==> src/sv/tgr_pkg.sv <==
package tgr_pkg;

	localparam int COORD_BITS = 12;
	localparam int TIME_BITS  = 32;
	localparam int FINGER_W   = 4;

	localparam int SD_W      = 12;
	localparam int FT_W      = 16;
	localparam int PT_W      = 10;
	localparam int CFG_W     = 16;
	localparam int CFG_IDX_W = 2;

	localparam logic [CFG_IDX_W-1:0] REG_SWIPE_DISTANCE  = 2'd0;
	localparam logic [CFG_IDX_W-1:0] REG_FLICK_TIME      = 2'd1;
	localparam logic [CFG_IDX_W-1:0] REG_PINCH_THRESHOLD = 2'd2;

	localparam logic [SD_W-1:0] SD_RESET = 12'd80;
	localparam logic [FT_W-1:0] FT_RESET = 16'd200;
	localparam logic [PT_W-1:0] PT_RESET = 10'd8;

	localparam int D2_W       = 2 * COORD_BITS + 1;
	localparam int ROOT_W     = (D2_W + 8 + 1) / 2;
	localparam int RAD_W      = 2 * ROOT_W;
	localparam int SQRT_CNT_W = $clog2(ROOT_W);
	localparam int SPAN_W     = 17;
	localparam logic [SPAN_W-1:0] SPAN_MAX = 17'h1FFFF;
	localparam int SPAN_CMP_W = (ROOT_W > SPAN_W) ? ROOT_W : SPAN_W;
	localparam int MUL_W      = (COORD_BITS > SD_W) ? COORD_BITS : SD_W;
	localparam int REL_W      = (D2_W > 2 * SD_W) ? D2_W : 2 * SD_W;

	localparam int QDEPTH = 2;
	localparam int QPTR_W = $clog2(QDEPTH);

	localparam int KIND_W = 2;
	localparam logic [KIND_W-1:0] KIND_LIFT   = 2'd0;
	localparam logic [KIND_W-1:0] KIND_SINGLE = 2'd1;
	localparam logic [KIND_W-1:0] KIND_MULTI  = 2'd2;

	typedef struct packed {
		logic [SD_W-1:0] swipe_distance;
		logic [FT_W-1:0] flick_time_ms;
		logic [PT_W-1:0] pinch_threshold;
	} cfg_t;

	typedef struct packed {
		logic [KIND_W-1:0]     kind;
		logic [FINGER_W-1:0]   fingers;
		logic [COORD_BITS-1:0] ax;
		logic [COORD_BITS-1:0] ay;
		logic [TIME_BITS-1:0]  now;
		logic [COORD_BITS-1:0] pdx;
		logic [COORD_BITS-1:0] pdy;
	} item_t;

	typedef struct packed {
		logic                  tap;
		logic                  swipe;
		logic                  flick;
		logic                  pinch_in;
		logic                  pinch_out;
		logic                  touching;
		logic [FINGER_W-1:0]   fingers_seen;
		logic [COORD_BITS-1:0] begin_x;
		logic [COORD_BITS-1:0] begin_y;
		logic [COORD_BITS-1:0] latest_x;
		logic [COORD_BITS-1:0] latest_y;
	} result_t;

	function automatic logic [COORD_BITS-1:0] abs_diff(
		input logic [COORD_BITS-1:0] a,
		input logic [COORD_BITS-1:0] b
	);
		return (a > b) ? (a - b) : (b - a);
	endfunction

endpackage

==> src/sv/tgr_front.sv <==
module tgr_front (
	input  logic                           clk,
	input  logic                           arst_n,
	input  logic                           push,
	output logic                           full,
	input  logic [tgr_pkg::FINGER_W-1:0]   finger_count,
	input  logic [tgr_pkg::COORD_BITS-1:0] first_x,
	input  logic [tgr_pkg::COORD_BITS-1:0] first_y,
	input  logic [tgr_pkg::COORD_BITS-1:0] second_x,
	input  logic [tgr_pkg::COORD_BITS-1:0] second_y,
	input  logic [tgr_pkg::TIME_BITS-1:0]  now_ms,
	input  logic                           q_pop,
	output logic                           q_empty,
	output tgr_pkg::item_t                 q_head
);
	import tgr_pkg::*;

	item_t             q_mem_q [QDEPTH];
	logic [QPTR_W-1:0] wr_ptr_q;
	logic [QPTR_W-1:0] rd_ptr_q;
	logic [QPTR_W:0]   count_q;
	item_t             item_in;
	logic              push_ok;
	logic              pop_ok;

	always_comb begin
		item_in.fingers = finger_count;
		item_in.ax      = first_x;
		item_in.ay      = first_y;
		item_in.now     = now_ms;
		item_in.pdx     = abs_diff(first_x, second_x);
		item_in.pdy     = abs_diff(first_y, second_y);
		if (finger_count == '0) begin
			item_in.kind = KIND_LIFT;
		end else if (finger_count == FINGER_W'(1)) begin
			item_in.kind = KIND_SINGLE;
		end else begin
			item_in.kind = KIND_MULTI;
		end
	end

	assign full    = (count_q == (QPTR_W + 1)'(QDEPTH));
	assign q_empty = (count_q == '0);
	assign q_head  = q_mem_q[rd_ptr_q];
	assign push_ok = push && !full;
	assign pop_ok  = q_pop && !q_empty;

	always_ff @(posedge clk) begin
		if (push_ok) begin
			q_mem_q[wr_ptr_q] <= item_in;
		end
	end

	always_ff @(posedge clk or negedge arst_n) begin
		if (!arst_n) begin
			wr_ptr_q <= '0;
			rd_ptr_q <= '0;
			count_q  <= '0;
		end else begin
			if (push_ok) begin
				wr_ptr_q <= (wr_ptr_q == QPTR_W'(QDEPTH - 1)) ? '0 : wr_ptr_q + 1'b1;
			end
			if (pop_ok) begin
				rd_ptr_q <= (rd_ptr_q == QPTR_W'(QDEPTH - 1)) ? '0 : rd_ptr_q + 1'b1;
			end
			if (push_ok && !pop_ok) begin
				count_q <= count_q + 1'b1;
			end else if (pop_ok && !push_ok) begin
				count_q <= count_q - 1'b1;
			end
		end
	end

endmodule

==> src/sv/tgr_isqrt.sv <==
module tgr_isqrt (
	input  logic                       clk,
	input  logic                       arst_n,
	input  logic                       start,
	input  logic [tgr_pkg::RAD_W-1:0]  radicand,
	output logic                       done,
	output logic [tgr_pkg::ROOT_W-1:0] root
);
	import tgr_pkg::*;

	logic [RAD_W-1:0]      rad_q;
	logic [ROOT_W+1:0]     rem_q;
	logic [ROOT_W-1:0]     root_q;
	logic [SQRT_CNT_W-1:0] cnt_q;
	logic                  busy_q;
	logic [ROOT_W+3:0]     rem_sh;
	logic [ROOT_W+3:0]     trial;
	logic                  last_step;

	assign rem_sh    = {rem_q, rad_q[RAD_W-1 -: 2]};
	assign trial     = rem_sh - {2'b00, root_q, 2'b01};
	assign last_step = (cnt_q == SQRT_CNT_W'(ROOT_W - 1));
	assign done      = busy_q && last_step;
	assign root      = root_q;

	always_ff @(posedge clk) begin
		if (start) begin
			rad_q  <= radicand;
			rem_q  <= '0;
			root_q <= '0;
		end else if (busy_q) begin
			rad_q  <= {rad_q[RAD_W-3:0], 2'b00};
			rem_q  <= trial[ROOT_W+3] ? rem_sh[ROOT_W+1:0] : trial[ROOT_W+1:0];
			root_q <= {root_q[ROOT_W-2:0], ~trial[ROOT_W+3]};
		end
	end

	always_ff @(posedge clk or negedge arst_n) begin
		if (!arst_n) begin
			busy_q <= 1'b0;
			cnt_q  <= '0;
		end else if (start) begin
			busy_q <= 1'b1;
			cnt_q  <= '0;
		end else if (busy_q) begin
			cnt_q <= cnt_q + 1'b1;
			if (last_step) begin
				busy_q <= 1'b0;
			end
		end
	end

endmodule

==> src/sv/tgr_back.sv <==
module tgr_back (
	input  logic             clk,
	input  logic             arst_n,
	input  tgr_pkg::cfg_t    cfg,
	input  logic             q_empty,
	input  tgr_pkg::item_t   q_head,
	output logic             q_pop,
	output tgr_pkg::result_t res,
	output logic             res_valid,
	input  logic             pop
);
	import tgr_pkg::*;

	localparam logic [2:0] ST_IDLE = 3'd0;
	localparam logic [2:0] ST_SQX  = 3'd1;
	localparam logic [2:0] ST_SQY  = 3'd2;
	localparam logic [2:0] ST_SQT  = 3'd3;
	localparam logic [2:0] ST_ROOT = 3'd4;
	localparam logic [2:0] ST_DONE = 3'd5;

	logic [2:0]            state_q;
	item_t                 cur_q;
	logic [COORD_BITS-1:0] dx_q;
	logic [COORD_BITS-1:0] dy_q;
	logic [D2_W-1:0]       acc_q;
	logic [2*SD_W-1:0]     thr_q;
	result_t               res_q;
	logic                  res_valid_q;

	logic                  active_q;
	logic [COORD_BITS-1:0] org_x_q;
	logic [COORD_BITS-1:0] org_y_q;
	logic [COORD_BITS-1:0] last_x_q;
	logic [COORD_BITS-1:0] last_y_q;
	logic [TIME_BITS-1:0]  begin_ms_q;
	logic [SPAN_W-1:0]     span_q;

	logic [MUL_W-1:0]      mul_a;
	logic [2*MUL_W-1:0]    prod;
	logic [D2_W-1:0]       sum_c;
	logic                  head_release;
	logic                  sqrt_start;
	logic                  sqrt_done;
	logic [ROOT_W-1:0]     sqrt_root;
	logic [SPAN_CMP_W-1:0] root_ext;
	logic [SPAN_W-1:0]     span_c;
	logic [TIME_BITS-1:0]  elapsed;
	logic                  fire;

	result_t               res_c;
	logic                  active_d;
	logic [COORD_BITS-1:0] org_x_d;
	logic [COORD_BITS-1:0] org_y_d;
	logic [COORD_BITS-1:0] last_x_d;
	logic [COORD_BITS-1:0] last_y_d;
	logic [TIME_BITS-1:0]  begin_ms_d;
	logic [SPAN_W-1:0]     span_d;

	assign q_pop        = (state_q == ST_IDLE) && !q_empty;
	assign head_release = (q_head.kind == KIND_LIFT) && active_q;
	assign res          = res_q;
	assign res_valid    = res_valid_q;
	assign fire         = (state_q == ST_DONE) && (!res_valid_q || pop);

	always_comb begin
		if (state_q == ST_SQT) begin
			mul_a = MUL_W'(cfg.swipe_distance);
		end else if (state_q == ST_SQY) begin
			mul_a = MUL_W'(dy_q);
		end else begin
			mul_a = MUL_W'(dx_q);
		end
	end

	assign prod       = mul_a * mul_a;
	assign sum_c      = acc_q + D2_W'(prod);
	assign sqrt_start = (state_q == ST_SQY) && (cur_q.kind != KIND_LIFT);

	tgr_isqrt u_isqrt (
		.clk      (clk),
		.arst_n   (arst_n),
		.start    (sqrt_start),
		.radicand (RAD_W'({sum_c, 8'h00})),
		.done     (sqrt_done),
		.root     (sqrt_root)
	);

	assign root_ext = SPAN_CMP_W'(sqrt_root);
	assign span_c   = (root_ext > SPAN_CMP_W'(SPAN_MAX)) ? SPAN_MAX : SPAN_W'(root_ext);
	assign elapsed  = cur_q.now - begin_ms_q;

	always_comb begin
		active_d   = active_q;
		org_x_d    = org_x_q;
		org_y_d    = org_y_q;
		last_x_d   = last_x_q;
		last_y_d   = last_y_q;
		begin_ms_d = begin_ms_q;
		span_d     = span_q;
		res_c      = '0;
		if (cur_q.kind == KIND_LIFT) begin
			if (active_q) begin
				res_c.tap   = REL_W'(acc_q) < REL_W'(thr_q);
				res_c.swipe = !res_c.tap;
				res_c.flick = res_c.swipe && (elapsed <= TIME_BITS'(cfg.flick_time_ms));
				active_d    = 1'b0;
				span_d      = '0;
			end
		end else begin
			if (!active_q) begin
				active_d   = 1'b1;
				org_x_d    = cur_q.ax;
				org_y_d    = cur_q.ay;
				begin_ms_d = cur_q.now;
			end
			last_x_d = cur_q.ax;
			last_y_d = cur_q.ay;
			if (cur_q.kind == KIND_MULTI) begin
				if (span_q != '0) begin
					res_c.pinch_out = (span_c > span_q) &&
						((span_c - span_q) > SPAN_W'(cfg.pinch_threshold));
					res_c.pinch_in  = (span_c <= span_q) &&
						((span_q - span_c) > SPAN_W'(cfg.pinch_threshold));
				end
				span_d = span_c;
			end
		end
		res_c.touching     = active_d;
		res_c.fingers_seen = cur_q.fingers;
		res_c.begin_x      = org_x_d;
		res_c.begin_y      = org_y_d;
		res_c.latest_x     = last_x_d;
		res_c.latest_y     = last_y_d;
	end

	always_ff @(posedge clk) begin
		if (q_pop) begin
			cur_q <= q_head;
			if (head_release) begin
				dx_q <= abs_diff(last_x_q, org_x_q);
				dy_q <= abs_diff(last_y_q, org_y_q);
			end else begin
				dx_q <= q_head.pdx;
				dy_q <= q_head.pdy;
			end
		end
		if (state_q == ST_SQX) begin
			acc_q <= D2_W'(prod);
		end else if (state_q == ST_SQY) begin
			acc_q <= sum_c;
		end
		if (state_q == ST_SQT) begin
			thr_q <= (2 * SD_W)'(prod);
		end
		if (fire) begin
			res_q <= res_c;
		end
	end

	always_ff @(posedge clk or negedge arst_n) begin
		if (!arst_n) begin
			state_q     <= ST_IDLE;
			res_valid_q <= 1'b0;
			active_q    <= 1'b0;
			org_x_q     <= '0;
			org_y_q     <= '0;
			last_x_q    <= '0;
			last_y_q    <= '0;
			begin_ms_q  <= '0;
			span_q      <= '0;
		end else begin
			unique case (state_q)
				ST_IDLE: begin
					if (q_pop) begin
						if (head_release || (q_head.kind == KIND_MULTI)) begin
							state_q <= ST_SQX;
						end else begin
							state_q <= ST_DONE;
						end
					end
				end
				ST_SQX: begin
					state_q <= ST_SQY;
				end
				ST_SQY: begin
					state_q <= (cur_q.kind == KIND_LIFT) ? ST_SQT : ST_ROOT;
				end
				ST_SQT: begin
					state_q <= ST_DONE;
				end
				ST_ROOT: begin
					if (sqrt_done) begin
						state_q <= ST_DONE;
					end
				end
				ST_DONE: begin
					if (fire) begin
						state_q <= ST_IDLE;
					end
				end
				default: begin
					state_q <= ST_IDLE;
				end
			endcase
			if (fire) begin
				res_valid_q <= 1'b1;
				active_q    <= active_d;
				org_x_q     <= org_x_d;
				org_y_q     <= org_y_d;
				last_x_q    <= last_x_d;
				last_y_q    <= last_y_d;
				begin_ms_q  <= begin_ms_d;
				span_q      <= span_d;
			end else if (pop) begin
				res_valid_q <= 1'b0;
			end
		end
	end

endmodule

==> src/sv/touch_gesture_recognizer.sv <==
// Touch gesture recognizer: each pushed item is one touch-panel frame and yields exactly one
// result item with the tap, swipe, flick and pinch flags plus the current touch position.
// A two-entry input queue classifies frames by finger count and takes new items while the
// back end works. With the back end free, a frame with no release and fewer than two fingers
// goes straight from the queue to the result register, a release first squares the travelled
// distance and the swipe distance, and a frame with two or more fingers squares the finger
// spread and waits for the square-root unit that yields one bit of the Q13.4 span per cycle.
// The back end takes no new item until it has finished the last one. One shared multiplier
// forms the squared distances over successive cycles. A finished result waits in an output
// register until popped, and the back end holds its next result until that register is free.
// Configuration writes take effect at the next clock edge.
module touch_gesture_recognizer (
	input  logic                           clk,
	input  logic                           arst_n,
	input  logic                           push,
	output logic                           full,
	input  logic [tgr_pkg::FINGER_W-1:0]   finger_count,
	input  logic [tgr_pkg::COORD_BITS-1:0] first_x,
	input  logic [tgr_pkg::COORD_BITS-1:0] first_y,
	input  logic [tgr_pkg::COORD_BITS-1:0] second_x,
	input  logic [tgr_pkg::COORD_BITS-1:0] second_y,
	input  logic [tgr_pkg::TIME_BITS-1:0]  now_ms,
	input  logic                           cfg_we,
	input  logic [tgr_pkg::CFG_IDX_W-1:0]  cfg_index,
	input  logic [tgr_pkg::CFG_W-1:0]      cfg_data,
	output logic                           empty,
	input  logic                           pop,
	output logic                           tap,
	output logic                           swipe,
	output logic                           flick,
	output logic                           pinch_in,
	output logic                           pinch_out,
	output logic                           touching,
	output logic [tgr_pkg::FINGER_W-1:0]   fingers_seen,
	output logic [tgr_pkg::COORD_BITS-1:0] begin_x,
	output logic [tgr_pkg::COORD_BITS-1:0] begin_y,
	output logic [tgr_pkg::COORD_BITS-1:0] latest_x,
	output logic [tgr_pkg::COORD_BITS-1:0] latest_y
);
	import tgr_pkg::*;

	cfg_t    cfg_q;
	logic    q_pop;
	logic    q_empty;
	item_t   q_head;
	result_t res;
	logic    res_valid;

	always_ff @(posedge clk or negedge arst_n) begin
		if (!arst_n) begin
			cfg_q.swipe_distance  <= SD_RESET;
			cfg_q.flick_time_ms   <= FT_RESET;
			cfg_q.pinch_threshold <= PT_RESET;
		end else if (cfg_we) begin
			unique case (cfg_index)
				REG_SWIPE_DISTANCE: begin
					cfg_q.swipe_distance <= cfg_data[SD_W-1:0];
				end
				REG_FLICK_TIME: begin
					cfg_q.flick_time_ms <= cfg_data[FT_W-1:0];
				end
				REG_PINCH_THRESHOLD: begin
					cfg_q.pinch_threshold <= cfg_data[PT_W-1:0];
				end
				default: begin
				end
			endcase
		end
	end

	tgr_front u_front (
		.clk          (clk),
		.arst_n       (arst_n),
		.push         (push),
		.full         (full),
		.finger_count (finger_count),
		.first_x      (first_x),
		.first_y      (first_y),
		.second_x     (second_x),
		.second_y     (second_y),
		.now_ms       (now_ms),
		.q_pop        (q_pop),
		.q_empty      (q_empty),
		.q_head       (q_head)
	);

	tgr_back u_back (
		.clk       (clk),
		.arst_n    (arst_n),
		.cfg       (cfg_q),
		.q_empty   (q_empty),
		.q_head    (q_head),
		.q_pop     (q_pop),
		.res       (res),
		.res_valid (res_valid),
		.pop       (pop)
	);

	assign empty        = !res_valid;
	assign tap          = res.tap;
	assign swipe        = res.swipe;
	assign flick        = res.flick;
	assign pinch_in     = res.pinch_in;
	assign pinch_out    = res.pinch_out;
	assign touching     = res.touching;
	assign fingers_seen = res.fingers_seen;
	assign begin_x      = res.begin_x;
	assign begin_y      = res.begin_y;
	assign latest_x     = res.latest_x;
	assign latest_y     = res.latest_y;

`ifndef NO_ASSERTIONS
	a_pop_nonempty: assert property (@(posedge clk) disable iff (!arst_n)
		q_pop |-> !q_empty)
		else $error("back end took an item from an empty queue");

	a_result_held: assert property (@(posedge clk) disable iff (!arst_n)
		(!empty && !pop) |=> !empty)
		else $error("pending result was lost");

	a_flags_exclusive: assert property (@(posedge clk) disable iff (!arst_n)
		!empty |-> (!(tap && swipe) && (!flick || swipe) && !(pinch_in && pinch_out)))
		else $error("inconsistent gesture flags");

	a_release_ends_touch: assert property (@(posedge clk) disable iff (!arst_n)
		(!empty && (tap || swipe)) |-> (!touching && (fingers_seen == '0)))
		else $error("release reported while a touch is active");
`endif

endmodule
==> config.mk <==
export PLATFORM = sky130hd
export DESIGN_NAME = touch_gesture_recognizer
export DESIGN_NICKNAME = d
export VERILOG_FILES = /design/src/sv/tgr_pkg.sv /design/src/sv/tgr_front.sv /design/src/sv/tgr_isqrt.sv /design/src/sv/tgr_back.sv /design/src/sv/touch_gesture_recognizer.sv
export SDC_FILE = /design/constraint.sdc
export NUM_CORES = 1
export LEC_CHECK = 0
export BUFFER_PORTS_ARGS = -buffer_cell sky130_fd_sc_hd__buf_2
export CAP_MARGIN = 20
export CORE_UTILIZATION = 50
export DETAILED_ROUTE_END_ITERATION = 8
export PLACE_DENSITY = 0.67
export SYNTH_ARGS = -nofsm -noshare
export SYNTH_HDL_FRONTEND = slang
export SYNTH_SLANG_ARGS = --single-unit
export TNS_END_PERCENT = 100
==> constraint.sdc <==
create_clock -name clk -period 9.09 [get_ports clk]
set_clock_uncertainty 0.2 [all_clocks]
set_input_delay 0.4545 -clock clk [delete_from_list [all_inputs] [get_ports clk]]
set_output_delay 0.4545 -clock clk [all_outputs]
set_load 0.01 [all_outputs]
---- Yosys cells after proc, flatten, opt, wreduce, memory -nomap -nowiden ----
Memories as Yosys holds them, arrays and structs flattened.
Cells that the tools add are included.
storage, ports and cells
  flip-flop bits (word level) ............. 405
  bits in writable memories ............... 172
  input port bits ......................... 107
  word-level logic and storage cells ...... 180
  memories kept ........................... 1
operators by class
  add/sub/neg operators ................... 18
  multiply operators ...................... 1
  $lt $le $gt $ge ......................... 11
  equality and inequality tests ........... 16
  muxes and demuxes ....................... 45
  bitwise gates (word level) .............. 5
  reduce and logical (&&, ||, !) cells .... 41
memory list
  name             words  width  read ports  clocked after memory_dff  wr ports  line             text
  u_front.q_mem_q  2      86     1           0                         1         tgr_front.sv:18  item_t q_mem_q [QDEPTH];
operators by type and width
  cell                                                        count
  12-bit 2-to-1 mux                                           14
  12-bit subtractor                                           8
  17-bit 2-to-1 mux                                           4
  33-bit 2-to-1 mux                                           2
  12-bit greater-than comparator                              4
  24-bit 2-to-1 mux                                           2
  17-bit by 10-bit greater-than comparator with 1-bit output  2
  17-bit subtractor                                           2
  32-bit by 16-bit <= comparator with 1-bit output            1
  32-bit subtractor                                           1
  25-bit by 24-bit adder with 25-bit output                   1
  25-bit by 24-bit < comparator with 1-bit output             1
  12-bit by 12-bit multiplier with 24-bit output              1
  21-bit by 19-bit subtractor with 21-bit output              1
  19-bit 2-to-1 mux                                           1
  3-bit case mux with 6 select lines                          1
  17-bit greater-than comparator                              1
  17-bit greater-than comparator, second input constant       1
  17-bit <= comparator                                        1
  17-bit nonzero test                                         1
  3-bit 2-to-1 mux                                            5
  1-bit logical AND                                           12
  2-bit nonzero test                                          6
  1-bit 2-to-1 mux                                            10
  other kinds (24)                                            54

---- Longest topological paths before layout ----
  word-level depth ........................ 7
  depth in mapped cells ................... 34

---- Modules after synthesis ----
Synthesis repeated with hierarchy kept, for this count alone.
unflattened totals
  cell total of the unflattened synthesis .. 3563
  area total of the unflattened synthesis .. 37541.0 um^2
by module, submodules not included
  module                    instances  cells each  area each (um^2)  sequential area each (um^2)
  tgr_back                  1          2479        23174.7           8308.0
  tgr_front                 1          606         8694.6            5265.0
  tgr_isqrt                 1          395         4167.7            1891.8
  touch_gesture_recognizer  1          83          1503.9            958.4

---- Worst setup path after synthesis ----
No wires, ideal clock.
  path type ............................... register -> register
  start ................................... reg u_back.state_q[0]
  end ..................................... reg u_back.acc_q[23] (data pin)
  setup time .............................. 0.269 ns
  data arrival time ....................... 7.564 ns
  slack ................................... 1.057 ns
  stages on the path, launching flop included .. 31
  period minus slack after synthesis ...... 8.033 ns
  cells stage by stage .................... dfrtp_1 -> clkbuf_1 -> buf_1 -> mux2i_1 -> o21a_1 -> clkbuf_1 -> nor2_1 -> inv_1 -> fa_1 -> inv_1 -> fa_1 -> fa_1 -> fa_1 -> inv_1 -> fa_1 -> inv_1 -> ha_1 -> a21o_1 -> a21o_1 -> a21oi_1 -> o21ai_1 -> a22o_1 -> a311oi_1 -> xnor2_1 -> ha_1 -> a21oi_1 -> inv_1 -> o41ai_1 -> o21ai_1 -> xnor2_1 -> o21ai_0
on the way
  longest elaborated chain between the ends .. 7
RTL lines
  what                                              line             text
  from (decl)                                       tgr_back.sv:21   logic [2:0] state_q;
  from (signal assigned)                            tgr_back.sv:186  state_q <= (cur_q.kind == KIND_LIFT) ? ST_SQT : ST_ROOT;
  3-bit by 2-bit equality test with 1-bit output    tgr_back.sv:68   end else if (state_q == ST_SQY) begin
  12-bit 2-to-1 mux                                 tgr_back.sv:68
  12-bit 2-to-1 mux *                               tgr_back.sv:66   if (state_q == ST_SQT) begin
  12-bit by 12-bit multiplier with 24-bit output *  tgr_back.sv:75   assign prod = mul_a * mul_a;
  net u_back.prod[19]                               tgr_back.sv:39   logic [2*MUL_W-1:0] prod;
  25-bit by 24-bit adder with 25-bit output *       tgr_back.sv:76   assign sum_c = acc_q + D2_W'(prod);
  24-bit 2-to-1 mux *                               tgr_back.sv:149  end else if (state_q == ST_SQY) begin
  24-bit 2-to-1 mux *                               tgr_back.sv:147  if (state_q == ST_SQX) begin
  to (signal assigned)                              tgr_back.sv:148  acc_q <= D2_W'(prod);
  to (signal assigned)                              tgr_back.sv:150  acc_q <= sum_c;
  to (decl)                                         tgr_back.sv:25   logic [D2_W-1:0] acc_q;
The timed path passes the listed nets; every way through them passes the cells marked *. The select of a mux whose other input is x is not followed.
A chain may end at the register's enable or synchronous reset.

---- Worst setup path in the final report ----
  start ................................... reg u_back.state_q[1]
  end ..................................... reg u_back.u_isqrt.rad_q[32] (data pin)
on the way
  longest elaborated chain between the ends .. 6
RTL lines
  what                                              line             text
  3-bit by 2-bit equality test with 1-bit output    tgr_back.sv:68
  12-bit 2-to-1 mux                                 tgr_back.sv:68
  12-bit 2-to-1 mux *                               tgr_back.sv:66
  12-bit by 12-bit multiplier with 24-bit output *  tgr_back.sv:75
  net u_back.prod[21]                               tgr_back.sv:39
  25-bit by 24-bit adder with 25-bit output *       tgr_back.sv:76
  33-bit 2-to-1 mux *                               tgr_isqrt.sv:27  if (start) begin
  to (signal assigned)                              tgr_isqrt.sv:28  rad_q <= radicand;
  to (signal assigned)                              tgr_isqrt.sv:32  rad_q <= {rad_q[RAD_W-3:0], 2'b00};
  to (decl)                                         tgr_isqrt.sv:11  logic [RAD_W-1:0] rad_q;
The timed path passes the listed nets; every way through them passes the cells marked *.

==> flow_metrics.env <==
export IMPL_cp_top_family="adder cells"
export IMPL_synth_warnings=0
export IMPL_synthToLayoutAreaGrowth_pct=13.0
export IMPL_grt_pass1_wl_um=130000
export IMPL_rsz0062_at_grt="no"
export IMPL_postCtsSetupBuffers=0
export IMPL_die_w_um=271
export IMPL_worstSetupPathDepth=32
export IMPL_multiInputGateArea_um2=17900
export IMPL_track_usage_pct=22.1
export IMPL_drive_gt1_share_pct=13.1
export IMPL_clk_latency_ps=650
export IMPL_final_cell_mix="inv_1 (425), edfxtp_1 (388), ha_1 (313)"
export IMPL_tns_ps=0
export IMPL_startpoint_type="register"
export IMPL_max_stage_delay_ps=580
export IMPL_drcViolationCount=0
export IMPL_grt_overflow=0
export IMPL_cts_inserted_buffers=61
export IMPL_dieArea_um2=73300
export IMPL_final_common_cell="inv_1"
export IMPL_tightest_slew_ps=1090
export IMPL_clockBufferDepth=3
export IMPL_crit_buf_inv=7
export IMPL_ant_nets=0
export IMPL_critical_path_max_fanout=20
export IMPL_path_clk_slew_ps=70
export IMPL_crit_start="u_back.state_q[1]"
export IMPL_grt_max_degree=111
export IMPL_endpoint="u_back.u_isqrt.rad_q[32]"
export IMPL_r2r_start="u_back.state_q[1]"
export IMPL_antenna_found_initial=4
export IMPL_fill_cells=6099
export IMPL_synth_area_per_cell_um2=10.6
export IMPL_reg2reg_setup_slack_ps=570
export IMPL_final_nets=4135
export IMPL_htree_levels=2
export IMPL_slew_violations=0
export IMPL_finalHoldViolations=0
export IMPL_regArea_um2=16200
export IMPL_outcome="finished clean"
export IMPL_end_kind="register"
export IMPL_fp_dieH_um=271
export IMPL_cp_data_arrival_time_ps=8700
export IMPL_postSynthCellCount=3410
export IMPL_wl_met1_um=38000
export IMPL_rr_endpoint="u_back.u_isqrt.rad_q[32]"
export IMPL_hold_class="primary input to asynchronous set/reset pin"
export IMPL_finalSetupViolations=0
export IMPL_relSlewSlack_pct=27.0
export IMPL_max_freq_mhz=117
export IMPL_num_vias=24900
export IMPL_async_flop_share_pct=26.0
export IMPL_drt_total_wl_um=81500
export IMPL_place_gp_congestion=0.921
export IMPL_grt_pass1_vias=24600
export IMPL_cp_required_ps=9260
export IMPL_pin_count=167
export IMPL_path_class="register to register"
export IMPL_top_layer="met5"
export IMPL_drt_iter0_drc=1648
export IMPL_syn_area_um2=36100
export IMPL_port_buffer_count=166
export IMPL_met3WireLength_um=4010
export IMPL_coreArea_um2=71500
export IMPL_ys_ff_latch=576
export IMPL_wire_per_inst_um=17.6
export IMPL_firstDrtPassIters=6
export IMPL_yosysUniqueCellTypes=86
export IMPL_initial_core_util_pct=50.5
export IMPL_clkSinkCount=576
export IMPL_synth_edff_count=388
export IMPL_ys_seq_area_share_pct=44.8
export IMPL_fin_crit_sh_pct=93.8
export IMPL_num_rows=98
export IMPL_wl_met2_um=37200
export IMPL_synthesis_nets=3924
export IMPL_drv_cap=0
export IMPL_cpMaxStageDelayCell="dfrtp_1"
export IMPL_vias_per_cell=5.39
export IMPL_min_period_ps=8520
export IMPL_dp_final_hpwl_um=59200
export IMPL_clock_root_buffer="clkbuf_16"
export IMPL_cts_tree="yes"
export IMPL_synth_ff_type="edfxtp_1"
export IMPL_r2r_cells=32
routing by layer:
metal,global-route usage [%],up-vias
met2,35.3,519
met4,6.93,4
met3,2.93,138
li1,-,12300
met1,31.2,12000
met5,0,-
worst min-delay path by stage:
| stage | to | startpoint | slack [ps] |
|---|---|---|---|
| floorplan | cfg_q[0] | arst_n | -40 |
| global placement | u_back.span_q[15] | arst_n | 150 |
| detailed placement | u_back.span_q[15] | arst_n | 150 |
| CTS | u_back.span_q[11] | arst_n | 30 |
| global route | u_front.wr_ptr_q | push | 50 |
| finish | u_back.span_q[11] | arst_n | 40 |
cells in the mapped netlist, drive strengths merged (94+ instances only):
cell / count / share of area (%)
a21oi: 157 / 2.2
clkbuf: 102 / 1.1
dfrtp: 144 / 10
edfxtp: 388 / 32
fa: 94 / 5.2
ha: 313 / 11
inv: 427 / 4.4
mux2: 152 / 4.7
mux2i: 103 / 2.9
nand2: 310 / 3.2
nor2: 180 / 1.9
o21ai: 254 / 3.5
xnor2: 94 / 2.3
layout make-up:
type                       instances  area share, %
antenna                            2         0.0123
timing repair buffer             272           4.53
tap                              950           2.91
clock inverter                    25          0.797
sequential                       576           39.6
clock buffer                      90           4.31
inverter                         432           3.98
multi-input combinational       2278           43.8
cells by family after synthesis:
group | after synthesis | synth area share, %
xor gates and xnor gates | 144 | 3.49
AOI/OAI and AO/OA | 720 | 12.7
adders and majority gates | 407 | 16.0
and+or+nand+nor | 752 | 9.58
muxes | 255 | 7.59
DFF | 576 | 44.8
buffers and inverters | 556 | 5.85
what timing repair did:
action                     in CTS  in global routing
setup endpoints to repair       0                  3
hold buffers                   77                  0
hold endpoints to repair      185                  0
resized for setup               0                  3
worst register-to-register path: cells and delay by family (launching register included):
family / cells / cell delay (ps)
adder cells (fa/ha/maj): 7 / 3070
AO/OA/AOI/OAI: 10 / 1880
AND/OR/NAND/NOR: 6 / 1170
buffers and inverters: 7 / 850
flip-flops: 1 / 580
XOR/XNOR: 2 / 510
stage by stage:
| stage | utilization (%) | instance area [um^2] | setup WS [ps] | hold WS [ps] | std cells |
|---|---|---|---|---|---|
| 2_1_floorplan | - | 36100 | 1060 | -41.1 | 3410 |
| 5_1_grt | 57.1 | 40800 | 64.5 | 54.8 | 4623 |
| 3_3_place_gp | 53.0 | 37900 | 604 | 151 | 4429 |
| 3_5_place_dp | 53.0 | 37900 | 501 | 146 | 4429 |
| 4_1_cts | 57.0 | 40800 | 472 | 29.5 | 4621 |
| 6_report | 57.1 | 40800 | 567 | 42.7 | 4625 |
flip-flops by register name, summed over array words and instances, names as in the netlist, 2 cells and up:
register	flops
cfg_q	38
u_back.acc_q	25
u_back.begin_ms_q	32
u_back.cur_q	62
u_back.dx_q	12
u_back.dy_q	12
u_back.last_x_q	12
u_back.last_y_q	12
u_back.org_x_q	12
u_back.org_y_q	12
u_back.res	58
u_back.span_q	17
u_back.state_q	3
u_back.thr_q	23
u_back.u_isqrt.cnt_q	5
u_back.u_isqrt.rad_q	26
u_back.u_isqrt.rem_q	19
u_back.u_isqrt.root	17
u_front.count_q	2
u_front.q_mem_q	172
Power is left out: the tool's default activity adds up to more than one toggle a clock period on the data nets, which glitch-free logic cannot reach.
